==> config.mk <==
export PLATFORM = sky130hd
export DESIGN_NAME = soft_start_spin_pwm
export DESIGN_NICKNAME = d
export VERILOG_FILES = /design/src/rtl/sssp_pkg.sv /design/src/rtl/sssp_duty.sv /design/src/rtl/soft_start_spin_pwm.sv
export SDC_FILE = /design/constraint.sdc
export NUM_CORES = 1
export LEC_CHECK = 0
export BUFFER_PORTS_ARGS = -buffer_cell sky130_fd_sc_hd__buf_2
export CORE_MARGIN = 8
export CORE_UTILIZATION = 50
export DETAILED_ROUTE_END_ITERATION = 8
export PLACE_DENSITY = 0.7
export SLEW_MARGIN = 40
export SYNTH_ARGS = -nofsm -noshare
export SYNTH_HDL_FRONTEND = slang
export SYNTH_SLANG_ARGS = --single-unit
==> constraint.sdc <==
create_clock -name i_clk -period 6.3 [get_ports i_clk]
set_input_delay 0.63 -clock i_clk [delete_from_list [all_inputs] [get_ports i_clk]]
set_output_delay 0.63 -clock i_clk [all_outputs]
set_load 0.01 [all_outputs]
==> src/rtl/sssp_pkg.sv <==
`timescale 1ns / 1ps

package sssp_pkg;

    localparam int PWM_PERIOD_TICKS = 100;
    localparam int TICKS_PER_SECOND = 1000;
    localparam int PCT_MAX          = 100;
    localparam int FULL_SPEED       = 255;

    localparam int PCT_W     = 7;
    localparam int SECS_W    = 16;
    localparam int ELAPSED_W = 26;
    localparam int PROD_W    = ELAPSED_W + PCT_W;
    localparam int CNT_W     = $clog2(PCT_W);
    localparam int PHASE_W   = 7;
    localparam int SPEED_W   = 16;
    localparam int MAG_W     = 15;
    localparam int CFG_W     = 16;
    localparam int CFG_IDX_W = 2;
    localparam int OP_W      = 2;

    localparam logic [OP_W-1:0] OP_TICK  = 2'd0;
    localparam logic [OP_W-1:0] OP_START = 2'd1;
    localparam logic [OP_W-1:0] OP_DRIVE = 2'd2;

    localparam logic [CFG_IDX_W-1:0] CFG_MIN_DUTY   = 2'd0;
    localparam logic [CFG_IDX_W-1:0] CFG_MAX_DUTY   = 2'd1;
    localparam logic [CFG_IDX_W-1:0] CFG_RAMP_SECS  = 2'd2;
    localparam logic [CFG_IDX_W-1:0] CFG_SPIN_RIGHT = 2'd3;

endpackage

==> src/rtl/sssp_duty.sv <==
`timescale 1ns / 1ps

module sssp_duty (
    input  logic                             i_clk,
    input  logic                             i_rst_n,
    input  logic                             i_start,
    input  logic [sssp_pkg::ELAPSED_W-1:0]   i_elapsed,
    input  logic [sssp_pkg::ELAPSED_W-1:0]   i_len,
    input  logic [sssp_pkg::PCT_W-1:0]       i_span,
    output logic                             o_done,
    output logic [sssp_pkg::PCT_W-1:0]       o_quot
);
    import sssp_pkg::*;

    typedef enum logic [1:0] {S_IDLE, S_MUL, S_DIV} t_state;

    t_state              r_state;
    logic [CNT_W-1:0]    r_cnt;
    logic [PROD_W-1:0]   r_prod;
    logic [PROD_W-1:0]   r_mcand;
    logic [PROD_W-1:0]   r_div;
    logic [PCT_W-1:0]    r_mplier;
    logic [PCT_W-1:0]    r_quot;
    logic                r_done;
    logic                w_fits;

    assign w_fits = (r_prod >= r_div);

    // The product is built one multiplier bit per cycle, then the quotient
    // is found one bit per cycle by restoring division.
    always_ff @(posedge i_clk) begin
        if (!i_rst_n) begin
            r_state <= S_IDLE;
            r_done  <= 1'b0;
        end else begin
            r_done <= 1'b0;
            unique case (r_state)
                S_IDLE: begin
                    if (i_start) begin
                        r_prod   <= '0;
                        r_mcand  <= {{PCT_W{1'b0}}, i_elapsed};
                        r_div    <= {1'b0, i_len, {(PCT_W-1){1'b0}}};
                        r_mplier <= i_span;
                        r_cnt    <= CNT_W'(PCT_W-1);
                        r_state  <= S_MUL;
                    end
                end
                S_MUL: begin
                    if (r_mplier[0]) begin
                        r_prod <= r_prod + r_mcand;
                    end
                    r_mcand  <= {r_mcand[PROD_W-2:0], 1'b0};
                    r_mplier <= {1'b0, r_mplier[PCT_W-1:1]};
                    if (r_cnt == '0) begin
                        r_cnt   <= CNT_W'(PCT_W-1);
                        r_state <= S_DIV;
                    end else begin
                        r_cnt <= r_cnt - 1'b1;
                    end
                end
                S_DIV: begin
                    if (w_fits) begin
                        r_prod <= r_prod - r_div;
                    end
                    r_quot <= {r_quot[PCT_W-2:0], w_fits};
                    r_div  <= {1'b0, r_div[PROD_W-1:1]};
                    if (r_cnt == '0) begin
                        r_done  <= 1'b1;
                        r_state <= S_IDLE;
                    end else begin
                        r_cnt <= r_cnt - 1'b1;
                    end
                end
                default: begin
                    r_state <= S_IDLE;
                end
            endcase
        end
    end

    assign o_done = r_done;
    assign o_quot = r_quot;

endmodule

==> src/rtl/soft_start_spin_pwm.sv <==
`timescale 1ns / 1ps
// A direct drive item gives its result in the cycle after acceptance. A ramp tick passes
// through S_LEN, S_EL and S_CALC; if clamped max duty is above clamped min duty it waits in
// S_WAIT while the duty unit does a shift-add multiply and a restoring divide, else its
// result is registered from S_CALC. Items are taken only in S_IDLE with the output register
// empty or being read, so no new item is taken while a ramp tick is in work.
// Reset is synchronous and active low: spinning stops, counters clear, settings load defaults.

module soft_start_spin_pwm (
    input  logic                                  i_clk,
    input  logic                                  i_rst_n,
    input  logic                                  i_cfg_we,
    input  logic [sssp_pkg::CFG_IDX_W-1:0]        i_cfg_index,
    input  logic [sssp_pkg::CFG_W-1:0]            i_cfg_data,
    input  logic                                  i_in_valid,
    output logic                                  o_in_ready,
    input  logic [sssp_pkg::OP_W-1:0]             i_opcode,
    input  logic signed [sssp_pkg::SPEED_W-1:0]   i_left_speed,
    input  logic signed [sssp_pkg::SPEED_W-1:0]   i_right_speed,
    output logic                                  o_out_valid,
    input  logic                                  i_out_ready,
    output logic [sssp_pkg::MAG_W-1:0]            o_left_magnitude,
    output logic                                  o_left_reverse,
    output logic [sssp_pkg::MAG_W-1:0]            o_right_magnitude,
    output logic                                  o_right_reverse,
    output logic [sssp_pkg::PCT_W-1:0]            o_ramp_duty
);
    import sssp_pkg::*;

    typedef enum logic [2:0] {S_IDLE, S_LEN, S_EL, S_CALC, S_WAIT} t_state;

    t_state               r_state;
    logic [PCT_W-1:0]     r_min_duty;
    logic [PCT_W-1:0]     r_max_duty;
    logic [SECS_W-1:0]    r_ramp_secs;
    logic                 r_spin_right;
    logic                 r_spin;
    logic [ELAPSED_W-1:0] r_elapsed;
    logic [ELAPSED_W-1:0] r_len;
    logic [ELAPSED_W-1:0] r_el;
    logic [PHASE_W-1:0]   r_phase;
    logic [PCT_W-1:0]     r_lo;
    logic [PCT_W-1:0]     r_hi;
    logic                 r_div_start;
    logic                 r_out_valid;
    logic [MAG_W-1:0]     r_left_mag;
    logic                 r_left_rev;
    logic [MAG_W-1:0]     r_right_mag;
    logic                 r_right_rev;
    logic [PCT_W-1:0]     r_duty;

    logic                 w_accept;
    logic                 w_div_done;
    logic [PCT_W-1:0]     w_quot;
    logic [PHASE_W-1:0]   n_phase;
    logic [ELAPSED_W-1:0] n_elapsed;
    logic [ELAPSED_W-1:0] n_el;
    logic [SECS_W-1:0]    w_secs;
    logic [PCT_W-1:0]     n_duty;
    logic [MAG_W-1:0]     n_speed;
    logic [SPEED_W-1:0]   w_left_abs;
    logic [SPEED_W-1:0]   w_right_abs;

    function automatic logic [PCT_W-1:0] clamp_pct(input logic [PCT_W-1:0] v);
        return (v > PCT_W'(PCT_MAX)) ? PCT_W'(PCT_MAX) : v;
    endfunction

    assign o_in_ready = (r_state == S_IDLE) && (!r_out_valid || i_out_ready);
    assign w_accept   = i_in_valid && o_in_ready;

    assign n_phase = (r_phase == PHASE_W'(PWM_PERIOD_TICKS - 1)) ? '0 : r_phase + 1'b1;
    assign w_secs  = (r_ramp_secs == '0) ? SECS_W'(1) : r_ramp_secs;

    assign n_elapsed = (r_elapsed < r_len) ? r_elapsed + 1'b1 : r_elapsed;
    assign n_el      = (n_elapsed < r_len) ? n_elapsed : r_len;

    assign n_duty  = (r_state == S_WAIT) ? r_lo + w_quot : r_hi;
    assign n_speed = ({1'b0, r_phase} < {1'b0, n_duty}) ? MAG_W'(FULL_SPEED) : '0;

    assign w_left_abs  = i_left_speed[SPEED_W-1]  ? SPEED_W'(-i_left_speed)  : i_left_speed;
    assign w_right_abs = i_right_speed[SPEED_W-1] ? SPEED_W'(-i_right_speed) : i_right_speed;

    sssp_duty u_duty (
        .i_clk     (i_clk),
        .i_rst_n   (i_rst_n),
        .i_start   (r_div_start),
        .i_elapsed (r_el),
        .i_len     (r_len),
        .i_span    (r_hi - r_lo),
        .o_done    (w_div_done),
        .o_quot    (w_quot)
    );

    always_ff @(posedge i_clk) begin
        if (!i_rst_n) begin
            r_state      <= S_IDLE;
            r_min_duty   <= '0;
            r_max_duty   <= PCT_W'(PCT_MAX);
            r_ramp_secs  <= SECS_W'(1);
            r_spin_right <= 1'b0;
            r_spin       <= 1'b0;
            r_elapsed    <= '0;
            r_phase      <= '0;
            r_div_start  <= 1'b0;
            r_out_valid  <= 1'b0;
        end else begin
            r_div_start <= 1'b0;
            if (r_out_valid && i_out_ready) begin
                r_out_valid <= 1'b0;
            end

            if (i_cfg_we) begin
                unique case (i_cfg_index)
                    CFG_MIN_DUTY:   r_min_duty   <= i_cfg_data[PCT_W-1:0];
                    CFG_MAX_DUTY:   r_max_duty   <= i_cfg_data[PCT_W-1:0];
                    CFG_RAMP_SECS:  r_ramp_secs  <= i_cfg_data[SECS_W-1:0];
                    CFG_SPIN_RIGHT: r_spin_right <= i_cfg_data[0];
                    default: ;
                endcase
            end

            unique case (r_state)
                S_IDLE: begin
                    if (w_accept) begin
                        unique case (i_opcode)
                            OP_TICK: begin
                                r_phase <= n_phase;
                                if (r_spin) begin
                                    r_state <= S_LEN;
                                end
                            end
                            OP_START: begin
                                if (!r_spin) begin
                                    r_spin    <= 1'b1;
                                    r_elapsed <= '0;
                                end
                            end
                            OP_DRIVE: begin
                                r_spin      <= 1'b0;
                                r_left_mag  <= w_left_abs[SPEED_W-1] ? '1
                                                                     : w_left_abs[MAG_W-1:0];
                                r_left_rev  <= i_left_speed[SPEED_W-1];
                                r_right_mag <= w_right_abs[SPEED_W-1] ? '1
                                                                      : w_right_abs[MAG_W-1:0];
                                r_right_rev <= i_right_speed[SPEED_W-1];
                                r_duty      <= '0;
                                r_out_valid <= 1'b1;
                            end
                            default: ;
                        endcase
                    end
                end
                S_LEN: begin
                    r_len   <= ELAPSED_W'(w_secs * TICKS_PER_SECOND);
                    r_state <= S_EL;
                end
                S_EL: begin
                    r_elapsed <= n_elapsed;
                    r_el      <= n_el;
                    r_lo      <= clamp_pct(r_min_duty);
                    r_hi      <= clamp_pct(r_max_duty);
                    r_state   <= S_CALC;
                end
                S_CALC: begin
                    if (r_hi > r_lo) begin
                        r_div_start <= 1'b1;
                        r_state     <= S_WAIT;
                    end else begin
                        r_left_mag  <= n_speed;
                        r_right_mag <= n_speed;
                        r_left_rev  <= !r_spin_right;
                        r_right_rev <= r_spin_right;
                        r_duty      <= n_duty;
                        r_out_valid <= 1'b1;
                        r_state     <= S_IDLE;
                    end
                end
                S_WAIT: begin
                    if (w_div_done) begin
                        r_left_mag  <= n_speed;
                        r_right_mag <= n_speed;
                        r_left_rev  <= !r_spin_right;
                        r_right_rev <= r_spin_right;
                        r_duty      <= n_duty;
                        r_out_valid <= 1'b1;
                        r_state     <= S_IDLE;
                    end
                end
                default: begin
                    r_state <= S_IDLE;
                end
            endcase
        end
    end

    assign o_out_valid       = r_out_valid;
    assign o_left_magnitude  = r_left_mag;
    assign o_left_reverse    = r_left_rev;
    assign o_right_magnitude = r_right_mag;
    assign o_right_reverse   = r_right_rev;
    assign o_ramp_duty       = r_duty;

    a_duty_range: assert property (@(posedge i_clk) disable iff (!i_rst_n)
        o_out_valid |-> o_ramp_duty <= PCT_W'(PCT_MAX))
        else $error("ramp duty above full scale");

    a_spin_pair: assert property (@(posedge i_clk) disable iff (!i_rst_n)
        (o_out_valid && o_ramp_duty != '0) |->
            (o_left_magnitude == o_right_magnitude && o_left_reverse != o_right_reverse))
        else $error("spin result does not drive the motors in opposite directions");

    a_done_in_wait: assert property (@(posedge i_clk) disable iff (!i_rst_n)
        w_div_done |-> r_state == S_WAIT)
        else $error("duty unit finished while no ramp item was in work");

    a_start_from_calc: assert property (@(posedge i_clk) disable iff (!i_rst_n)
        r_div_start |-> $past(r_state) == S_CALC)
        else $error("duty unit started outside the calculation step");

endmodule
# Yosys cells after proc, flatten, opt, wreduce, memory -nomap -nowiden
# Index checks and enable logic that the tools add are counted.
# W data, S select, Z words.
# totals
out_inout_bits	41
input_bits	57
reg_bits	291
word_cells	177
# classes
reduce_logical	36
n_eq_ne	26
magnitude_cmp	7
n_mux	70
mul	1
n_addsub	9
# op_table
op	count
$mux W33	5
$pmux W33 S2	2
$mux W26	5
$mux W15	8
$pmux W33 S3	1
$pmux W15 S3	2
$lt A26 B26 Y1	2
$pmux W26 S2	1
$mux W7	7
$mux W16	3
$add A33 B33 Y33	1
$ge A33 B33 Y1	1
$sub A33 B33 Y33	1
$neg A16 Y16	2
$add A26 B1 Y26 const B	1
$mux W3	8
$mul A16 B7 Y23 const B	1
$pmux W7 S3	1
$logic_not A16 Y1	1
$ne A2 B1 Y1 const B	8
$reduce_and A2 Y1	8
$mux W1	15
$pmux W3 S5	1
$reduce_and A3 Y1	5
31 further kinds	59

# Depth between registers and ports, before layout
# Gate-level depths: netlist of the first run.
# logic_depth
word_depth	6
depth_mapped	27
mapped_depth_nobuf	25

# By module
# From an unflattened synthesis of the first run, not the netlist that was laid out.
# unflattened
cells_unflattened	2078
hier_area_um2	20828.7
# by_module_without_submodules
module	instances	cells_each	area_each_um2
soft_start_spin_pwm	1	1281	12453.2
sssp_duty	1	797	8375.5

# Worst setup path before layout of the first run
# No wires, ideal clock.
# synth_timing
path_type	register to register
startpoint	register r_lo[1]
endpoint	register r_left_mag[0] (netlist: o_left_magnitude[0]), enable pin
t_arrival_ns	5.699
synth_period_minus_slack_ns	6.231
path_buffers	0
stages_incl_launch_ff	12
path_slack_ns	0.069
t_required_ns	5.767
path_cell_list	edfxtp_1 > inv_1 > ha_1 > nor2b_1 > o21ai_0 > a21boi_0 > o21ai_0 > a21boi_0 > o21ai_0 > and2_1 > nor3_1 > nor4_1
# synth_via
elab_chain_len	3
# synth_lines
item	line_no	rtl
start: declaration	soft_start_spin_pwm.sv:42	logic [PCT_W-1:0] r_lo;
start signal: assignment	soft_start_spin_pwm.sv:160	r_lo <= clamp_pct(r_min_duty);
$gt A7 B7 Y1	soft_start_spin_pwm.sv:165	if (r_hi > r_lo) begin
$ne A2 B2 Y1 (no source line)	-	
$reduce_and A6 Y1 (no source line)	-	
end signal: assignment	soft_start_spin_pwm.sv:140	r_left_mag <= w_left_abs[SPEED_W-1] ? '1
end signal: assignment	soft_start_spin_pwm.sv:169	r_left_mag <= n_speed;
end signal: assignment	soft_start_spin_pwm.sv:180	r_left_mag <= n_speed;
end: declaration	soft_start_spin_pwm.sv:46	logic [MAG_W-1:0] r_left_mag;
# No other way between the ends.
# A chain may end at the register's enable or synchronous reset.

# Worst setup path in the final report of the first run
# layout_timing
startpoint	register r_ramp_secs[8]
endpoint	register r_len[24], data pin
# layout_via
elab_chain_len	3
# layout_lines
item	line_no	rtl
start: declaration	soft_start_spin_pwm.sv:35	logic [SECS_W-1:0] r_ramp_secs;
start signal: assignment	soft_start_spin_pwm.sv:116	CFG_RAMP_SECS: r_ramp_secs <= i_cfg_data[SECS_W-1:0];
$logic_not A16 Y1	soft_start_spin_pwm.sv:72	assign w_secs = (r_ramp_secs == '0) ? SECS_W'(1) : r_ramp_secs;
$mux W16 (*)	soft_start_spin_pwm.sv:72	
$mul A16 B7 Y23 (*)	soft_start_spin_pwm.sv:154	r_len <= ELAPSED_W'(w_secs * TICKS_PER_SECOND);
end signal: assignment	soft_start_spin_pwm.sv:154	
end: declaration	soft_start_spin_pwm.sv:39	logic [ELAPSED_W-1:0] r_len;
# Every way passes the cells marked *; elsewhere a longest branch is shown, timed or not.

==> summary.md, run 1 <==
| Metric | Value |
|---|---|
| Final number of setup-violating endpoints | 0 |
| CP top delay family | adder cells |
| Die area | 47900 um^2 |
| Reg2reg start | r_ramp_secs[8] |
| Die Y | 219 um |
| Register Area | 7980 um^2 |
| Total negative slack | 0 ns |
| PD cells | 196 nW/um^2 |
| Gr ovfl total | 0 |
| Top FF cell, synth | edfxtp_1 |
| CTS tree | yes |
| H-tree levels | 2 |
| Post-DP Area | 21700 um^2 |
| CTS hold repair buffers | 0 |
| Placer Congestion | 0.919 |
| DIE WIDTH | 219 um |
| Cell Area, Synth | 20600 um^2 |
| Area Overhead vs Synth | 11.3% |
| DP Worst Slack | 0.0343 ns |
| Area occupied by multi-input gates | 11700 um^2 |
| Outcome | completed |
| Initial antenna violation count | 3 |
| Post-synth cell types | 90 |
| Worst-Skew Late Latency | 0.54 ns |
| Synthesized area per cell | 9.97 um^2 |
| Share of layout cells above drive strength 1 | 12.8% |
| Leakage power | 9.78 nW |
| Hold endpoint | r_ramp_secs[9] |
| Rows | 74 |
| Post-route ant nets | 0 |
| Slowest-stage cell, CP | fa_1 |
| CP Cell Sequence | inv_1 -> ha_1 -> and4_1 -> nand4_1 -> or3_4 -> nand2_2 -> fa_1 -> fa_1 -> inv_1 -> fa_1 -> inv_1 -> fa_1 -> inv_1 -> ha_1 -> a21o_1 -> a221oi_2 -> o31ai_1 -> a31oi_1 -> a2111oi_2 -> o21a_1 -> o21a_1 -> o41ai_2 -> xnor2_1 |
| Fillers | 3520 |
| Startpoint Class | flip-flop |
| Final non-filler cell area | 22900 um^2 |
| First-pass GRT wire length | 78900 um |
| DR WL/cell | 18.0 um |
| Post-layout minimum cycle time | 6.00 ns |
| Min-delay worst type | primary input to flip-flop |
| TritonCTS Sinks | 290 |
| Critical Path RT | 6.58 ns |
| R2R setup slack | 0.30 ns |
| Critical path capture point type | flip-flop |
| DRC viols | 0 |
| Crit path max fanout | 9 |
| I/O pin cnt | 98 |
| Critical Path Stages | 23 |
| Post-synthesis sequential area ratio | 38.7% |
| All-Layer GR Usage | 19.9% |
| Reg-to-Reg End | r_len[24] |
| Fin nets | 2469 |
| Hold path start | i_cfg_data[9] |
| Max Root-Sink Buffers | 3 |
| FFs w/ async S/R, synth | 0% |
| Mapped Nets | 2379 |
| Clock buffers created by TritonCTS | 34 |
| Pre-Repair DR Iteration Count | 5 |
| Max-cap violations | 0 |
| WP data arrival | 6.28 ns |
| Initial drt markers | 1014 |
| Clock slew at reported path FFs | 0.06 ns |
| Placeable Area | 40700 um^2 |
| Starting density of the core | 50.6% |
| Worst vdd ir | 0.000238 V |
| Setup CP Type | flip-flop to flip-flop |
| Routed via count | 15500 |
| Syn. warnings | 0 |
| Worst path bufs/invs | 4 |
| Clock Skew | 0.0168 ns |
| PortBufs | 97 |
| Crit-path max cell delay | 0.51 ns |
| Total Routed Length | 49000 um |
| Slew @ Worst Pin | 0.830 ns |
| Dpl hpwl | 37400 um |
| R2R cell count | 23 |
| Hold depth | 3 |
| Rel. slew slack | 44.5% |
| F_max | 167 MHz |
| RSZ-0062 raised after global routing | yes |
| Root buffer cell | clkbuf_16 |
| Vias per cell | 5.70 |
| Number of global-route vias before repair | 15400 |
| Final WS setup | 0.302 ns |
| Hold Vio Cnt, Final | 0 |
| Cells after synthesis | 2066 |
| Post-synth EDFFs | 217 |
| Fin crit share | 95.2% |
| Largest net degree at the start of global routing | 75 |
| Max Slew Vio Count | 0 |
| Flops & latches, synth | 290 |
==> power breakdown <==
group	internal (mW)	switching, mW	total, mW
registers	2.07	0.0126	2.08
logic	0.159	0.235	0.394
clock network	1.20	0.806	2.01
total	3.43	1.05	4.48
==> worst max path at each step <==
| stage | endpoint | slack [ns] | start |
|---|---|---|---|
| finish | r_len[24] | 0.30 | r_ramp_secs[8] |
| global route | r_len[24] | -0.05 | r_ramp_secs[8] |
| CTS | r_len[24] | 0.09 | r_ramp_secs[8] |
| detailed placement | r_len[24] | 0.03 | r_ramp_secs[8] |
| global placement | r_len[24] | 0.25 | r_ramp_secs[8] |
| floorplan | o_left_magnitude[0] | 0.07 | r_lo[1] |
==> cell type report <==
class / count / area share [%]
well taps: 532 / 2.90
flip-flops and latches: 290 / 34.8
inverters: 202 / 3.31
clock inverters: 16 / 0.600
multi-input cells: 1504 / 50.9
diodes: 1 / 0.0109
clock buffers: 45 / 4.35
repair buffers: 124 / 3.13
==> kinds of logic (layout without fill, tap and decap cells) <==
kind of cell	Yosys count	count (layout)	synth area share, %
and+or+nand+nor	560	560	13.4
AOI/OAI and AO/OA	485	485	15.4
DFF	290	290	38.7
buffers and inverters	272	387	5.08
adders and majority gates	256	256	17.6
xor gates and xnor gates	131	131	5.64
muxes	72	72	4.13
other	0	1	0
==> sequential cells by signal, summed over array words and instances, names as in the netlist, 16 cells and up <==
register,flops
u_duty.r_prod,33
r_len,23
r_elapsed,26
u_duty.r_mcand,33
r_ramp_secs,16
u_duty.r_div,32
r_el,26
==> Yosys cell counts (19+ instances only) <==
| master | number | share of area, % |
|---|---|---|
| a21o_1 | 48 | 1.7 |
| o21ai_0 | 100 | 2.4 |
| inv_1 | 202 | 3.7 |
| o22ai_1 | 20 | 0.61 |
| nor2b_1 | 32 | 0.97 |
| clkbuf_1 | 56 | 1.0 |
| xor2_1 | 44 | 1.9 |
| a21oi_1 | 125 | 3.0 |
| xnor2_1 | 85 | 3.6 |
| nand2_1 | 180 | 3.3 |
| and3_1 | 19 | 0.58 |
| dfxtp_1 | 73 | 7.1 |
| edfxtp_1 | 217 | 32 |
| mux2_2 | 26 | 1.4 |
| o21bai_1 | 20 | 0.73 |
| nor3_1 | 22 | 0.53 |
| ha_1 | 200 | 12 |
| nor2_1 | 132 | 2.4 |
| nand4_1 | 28 | 0.85 |
| fa_1 | 56 | 5.4 |
| and2_1 | 33 | 1.0 |
| nand3_1 | 35 | 0.85 |
| mux2i_1 | 22 | 1.1 |
==> layer usage <==
metal,GRT usage (%),wire (um),up-vias
met2,33.0,23000,327
met3,3.33,2420,59
met5,0,18,-
li1,-,-,7583
met1,26.9,22700,7491
met4,5.27,799,4
==> worst reg2reg max path: cells and delay by family, from the launching register on <==
family	cells	cell delay, ns
simple gates	4	0.89
xor+xnor	1	0.12
compound gates	8	1.67
buf+inv	4	0.27
fa+ha+maj	6	2.45
flops	1	0.33
==> layout by cell type (no fill, tap or decap), drive strengths merged, types with 33 or more instances in the layout <==
cell | Yosys | layout
a21o | 48 | 48
a21oi | 127 | 127
and2 | 33 | 33
buf | 14 | 124
clkbuf | 56 | 45
dfxtp | 73 | 73
edfxtp | 217 | 217
fa | 56 | 56
ha | 200 | 200
inv | 202 | 205
mux2 | 50 | 50
nand2 | 180 | 180
nand3 | 36 | 36
nor2 | 133 | 133
o21ai | 113 | 113
xnor2 | 85 | 85
xor2 | 46 | 46
==> timing repair <==
item	in CTS	in global routing
setup endpoints to repair	1	4
buffers inserted	0	1
resized for setup	2	9
pin swaps	0	1
==> metrics by stage <==
stage	util [%]	std cells	power [mW]	hold slack, ns
6_report	56.3	2714	4.48	0.331
3_3_place_gp	53.2	2646	2.50	0.444
4_1_cts	56.1	2711	4.52	0.307
3_5_place_dp	53.3	2650	2.51	0.447
2_1_floorplan	-	2066	2.40	0.431
5_1_grt	56.3	2714	4.65	0.320
No activity file was read; power rests on OpenSTA's default activity.
==> inputs of run 2 (changes only) <==
--- a/config.mk
+++ b/config.mk
@@ -9,6 +9,7 @@
 export CORE_MARGIN = 8
 export CORE_UTILIZATION = 50
 export DETAILED_ROUTE_END_ITERATION = 8
+export MAX_ROUTING_LAYER = met4
 export PLACE_DENSITY = 0.7
 export SLEW_MARGIN = 40
 export SYNTH_ARGS = -nofsm -noshare
==> run 2 against run 1 <==
Against the previous run: final area is essentially flat; final cell count stayed put; utilization hardly changed; sequential cell count unchanged.
==> summary.md, run 2 (synthesis results as in run 1) <==
| Metric | Value |
|---|---|
| Starting density of the core | 50.6% (unchanged) |
| Worst vdd ir | 0.000184 V (-23%) |
| Crit-path max cell delay | 0.54 ns (+0.03 ns) |
| Hold Vio Cnt, Final | 0 (unchanged) |
| Initial drt markers | 1283 (+27%) |
| DRC viols | 0 (unchanged) |
| Max Root-Sink Buffers | 3 (unchanged) |
| Post-DP Area | 21700 um^2 (+0.10%) |
| Die Y | 219 um (unchanged) |
| Clock Skew | 0.0274 ns (+0.0106 ns) |
| Max-cap violations | 0 (unchanged) |
| Share of layout cells above drive strength 1 | 12.5% (-0.32 points) |
| All-Layer GR Usage | 20.7% (+0.77 points) |
| Dpl hpwl | 37600 um (+0.54%) |
| Resized Gates After CTS | 0 (-2) |
| Max Slew Vio Count | 0 (unchanged) |
| Pre-Repair DR Iteration Count | 8 (+3) |
| Global routing usage on met1 | 27.6% (+0.67 points) |
| Largest net degree at the start of global routing | 75 (unchanged) |
| Crit path max fanout | 9 (unchanged) |
| RSZ-0062 raised after global routing | no |
| Outcome | completed |
| Total Routed Length | 49000 um (about the same) |
| Startpoint Class | flip-flop |
| R2R setup slack | 0.32 ns (about the same) |
| Leakage power | 9.78 nW (about the same) |
| Initial antenna violation count | 2 (-1) |
| Critical path capture point type | flip-flop |
| PD cells | 197 nW/um^2 (+0.60%) |
| Post-route ant nets | 0 (unchanged) |
| Critical Path Stages | 24 (+4.3%) |
| Hold path start | i_cfg_data[13] |
| CP Cell Sequence | inv_1 -> ha_1 -> and4_1 -> nand4_1 -> or3_4 -> nand2_1 -> inv_1 -> ha_1 -> inv_1 -> fa_1 -> inv_1 -> fa_1 -> inv_1 -> fa_1 -> inv_1 -> ha_1 -> nand4_1 -> o31ai_1 -> a31oi_1 -> a2111oi_1 -> o21a_1 -> o21a_1 -> o41ai_2 -> xnor2_1 |
| First-pass GRT wire length | 79100 um (+0.25%) |
| CP top delay family | adder cells |
| TritonCTS Sinks | 290 (unchanged) |
| Slowest-stage cell, CP | fa_1 |
| Biggest regs | u_duty.r_mcand x33, u_duty.r_prod x33, u_duty.r_div x32 |
| CTS tree | yes |
| DR WL/cell | 18.1 um (about the same) |
| Total negative slack | 0 ns (unchanged) |
| Slew @ Worst Pin | 0.766 ns (-0.0643 ns) |
| Commonest non-fill, non-tap cell in the layout | edfxtp_1 |
| Postcts setup bufs | 0 (unchanged) |
| Final non-filler cell area | 22900 um^2 (about the same) |
| Fin crit share | 95.0% (-0.23 points) |
| Die area | 47900 um^2 (unchanged) |
| Busiest grt layer | met2 |
| Placed Cells | 2651 (+0.038%) |
| Routed via count | 15600 (+0.61%) |
| Fin nets | 2468 (-0.041%) |
| H-tree levels | 2 (unchanged) |
| Fillers | 3488 (-0.91%) |
| Critical Path RT | 6.57 ns (about the same) |
| PortBufs | 97 (unchanged) |
| Vias per cell | 5.73 (+0.61%) |
| Root buffer cell | clkbuf_16 |
| Post-route insts no fill | 2714 (unchanged) |
| R2R cell count | 24 (+4.3%) |
| Placer Congestion | 0.934 (+1.6%) |
| Number of global-route vias before repair | 15300 (-0.65%) |
| Rel. slew slack | 48.2% (+3.7 points) |
| Final core occ | 56.3% (about the same) |
| Met3 usage | 2.88% (-0.45 points) |
| Area Overhead vs Synth | 11.3% (about the same) |
| Worst path bufs/invs | 6 (+2) |
| CTS hold repair buffers | 0 (unchanged) |
| Setup CP Type | flip-flop to flip-flop |
| Worst-Skew Late Latency | 0.54 ns (about the same) |
| Clock slew at reported path FFs | 0.05 ns (about the same) |
| Reg-to-Reg End | r_len[24] |
| DIE WIDTH | 219 um (unchanged) |
| Reg2reg start | r_ramp_secs[8] |
| Gr ovfl total | 0 (unchanged) |
| WP data arrival | 6.25 ns (-0.03 ns) |
| Final number of setup-violating endpoints | 0 (unchanged) |
| Min-delay worst type | primary input to flip-flop |
| Most frequent CP cell | inv_1 |
| Post-layout minimum cycle time | 5.98 ns (-0.0145 ns) |
| Hold endpoint | r_ramp_secs[13] |
| F_max | 167 MHz (+0.24%) |
| GR Layer Usage met2 | 32.7% (-0.22 points) |
| I/O pin cnt | 98 (unchanged) |
| Clock buffers created by TritonCTS | 34 (unchanged) |
| Placeable Area | 40700 um^2 (unchanged) |
| Most frequent cells in the layout | edfxtp_1 (217), inv_1 (202), ha_1 (198) |
| Rows | 74 (unchanged) |
| Hold depth | 3 (unchanged) |
run 2: cell types whose count changed in the layout (fill, tap and decap cells not counted), moves of 2 or more:
cell,change
nand2_2,-2
nand2_1,+2
clkbuf_16,-3
bufinv_16,+3
clkinv_1,-2
clkbuf_1,+4
run 2: final cells by class:
cell class              instances  area, um^2  share of cell area, %
diodes                          2        5.00                 0.0218
clock buffers                  46         937                   4.09
clock inverters                15         205                  0.895
inverters                     202         758                   3.31
multi-input cells            1504       11700                   50.9
flip-flops and latches        290        7980                   34.8
well taps                     532         666                   2.90
repair buffers                123         719                   3.14
run 2: where the power goes:
group          leakage (nW)  internal, mW  switching [mW]
clock network         0.561          1.25           0.786
logic                  6.61         0.159           0.231
registers              2.60          2.07          0.0128
total                  9.78          3.48            1.03
run 2: worst max-delay path by stage:
stage	slack [ns]	from	endpoint
finish	0.32	r_ramp_secs[8]	r_len[24]
global route	0.0009	r_ramp_secs[8]	r_len[24]
CTS	0.11	r_ramp_secs[8]	r_len[24]
detailed placement	0.13	r_ramp_secs[8]	r_len[24]
global placement	0.27	r_ramp_secs[8]	r_len[24]
floorplan	0.07	r_lo[1]	o_left_magnitude[0]
run 2: through the flow:
step	setup slack, ns	hold slack [ns]	power [mW]
CTS	0.110	0.308	4.56
finish	0.317	0.350	4.51
detailed placement	0.132	0.444	2.51
floorplan	0.0686	0.431	2.40
global placement	0.269	0.442	2.50
global route	0.000948	0.330	4.69
run 2: worst register-to-register path: stages, from the launching register on:
cell and delay (ns):
dfxtp_1 0.34, inv_1 0.11, ha_1 0.16, and4_1 0.22, nand4_1 0.13, or3_4 0.40
nand2_1 0.25, inv_1 0.09, ha_1 0.27, inv_1 0.05, fa_1 0.54, inv_1 0.05
fa_1 0.49, inv_1 0.05, fa_1 0.49, inv_1 0.04, ha_1 0.35, nand4_1 0.16
o31ai_1 0.34, a31oi_1 0.16, a2111oi_1 0.50, o21a_1 0.19, o21a_1 0.15, o41ai_2 0.07
xnor2_1 0.13
run 2: layer usage:
metal	vias to the layer above	part of all wire, %
li1	7569	-
met2	421	46
met5	-	0
met3	77	5.1
met1	7491	46
met4	0	2.4
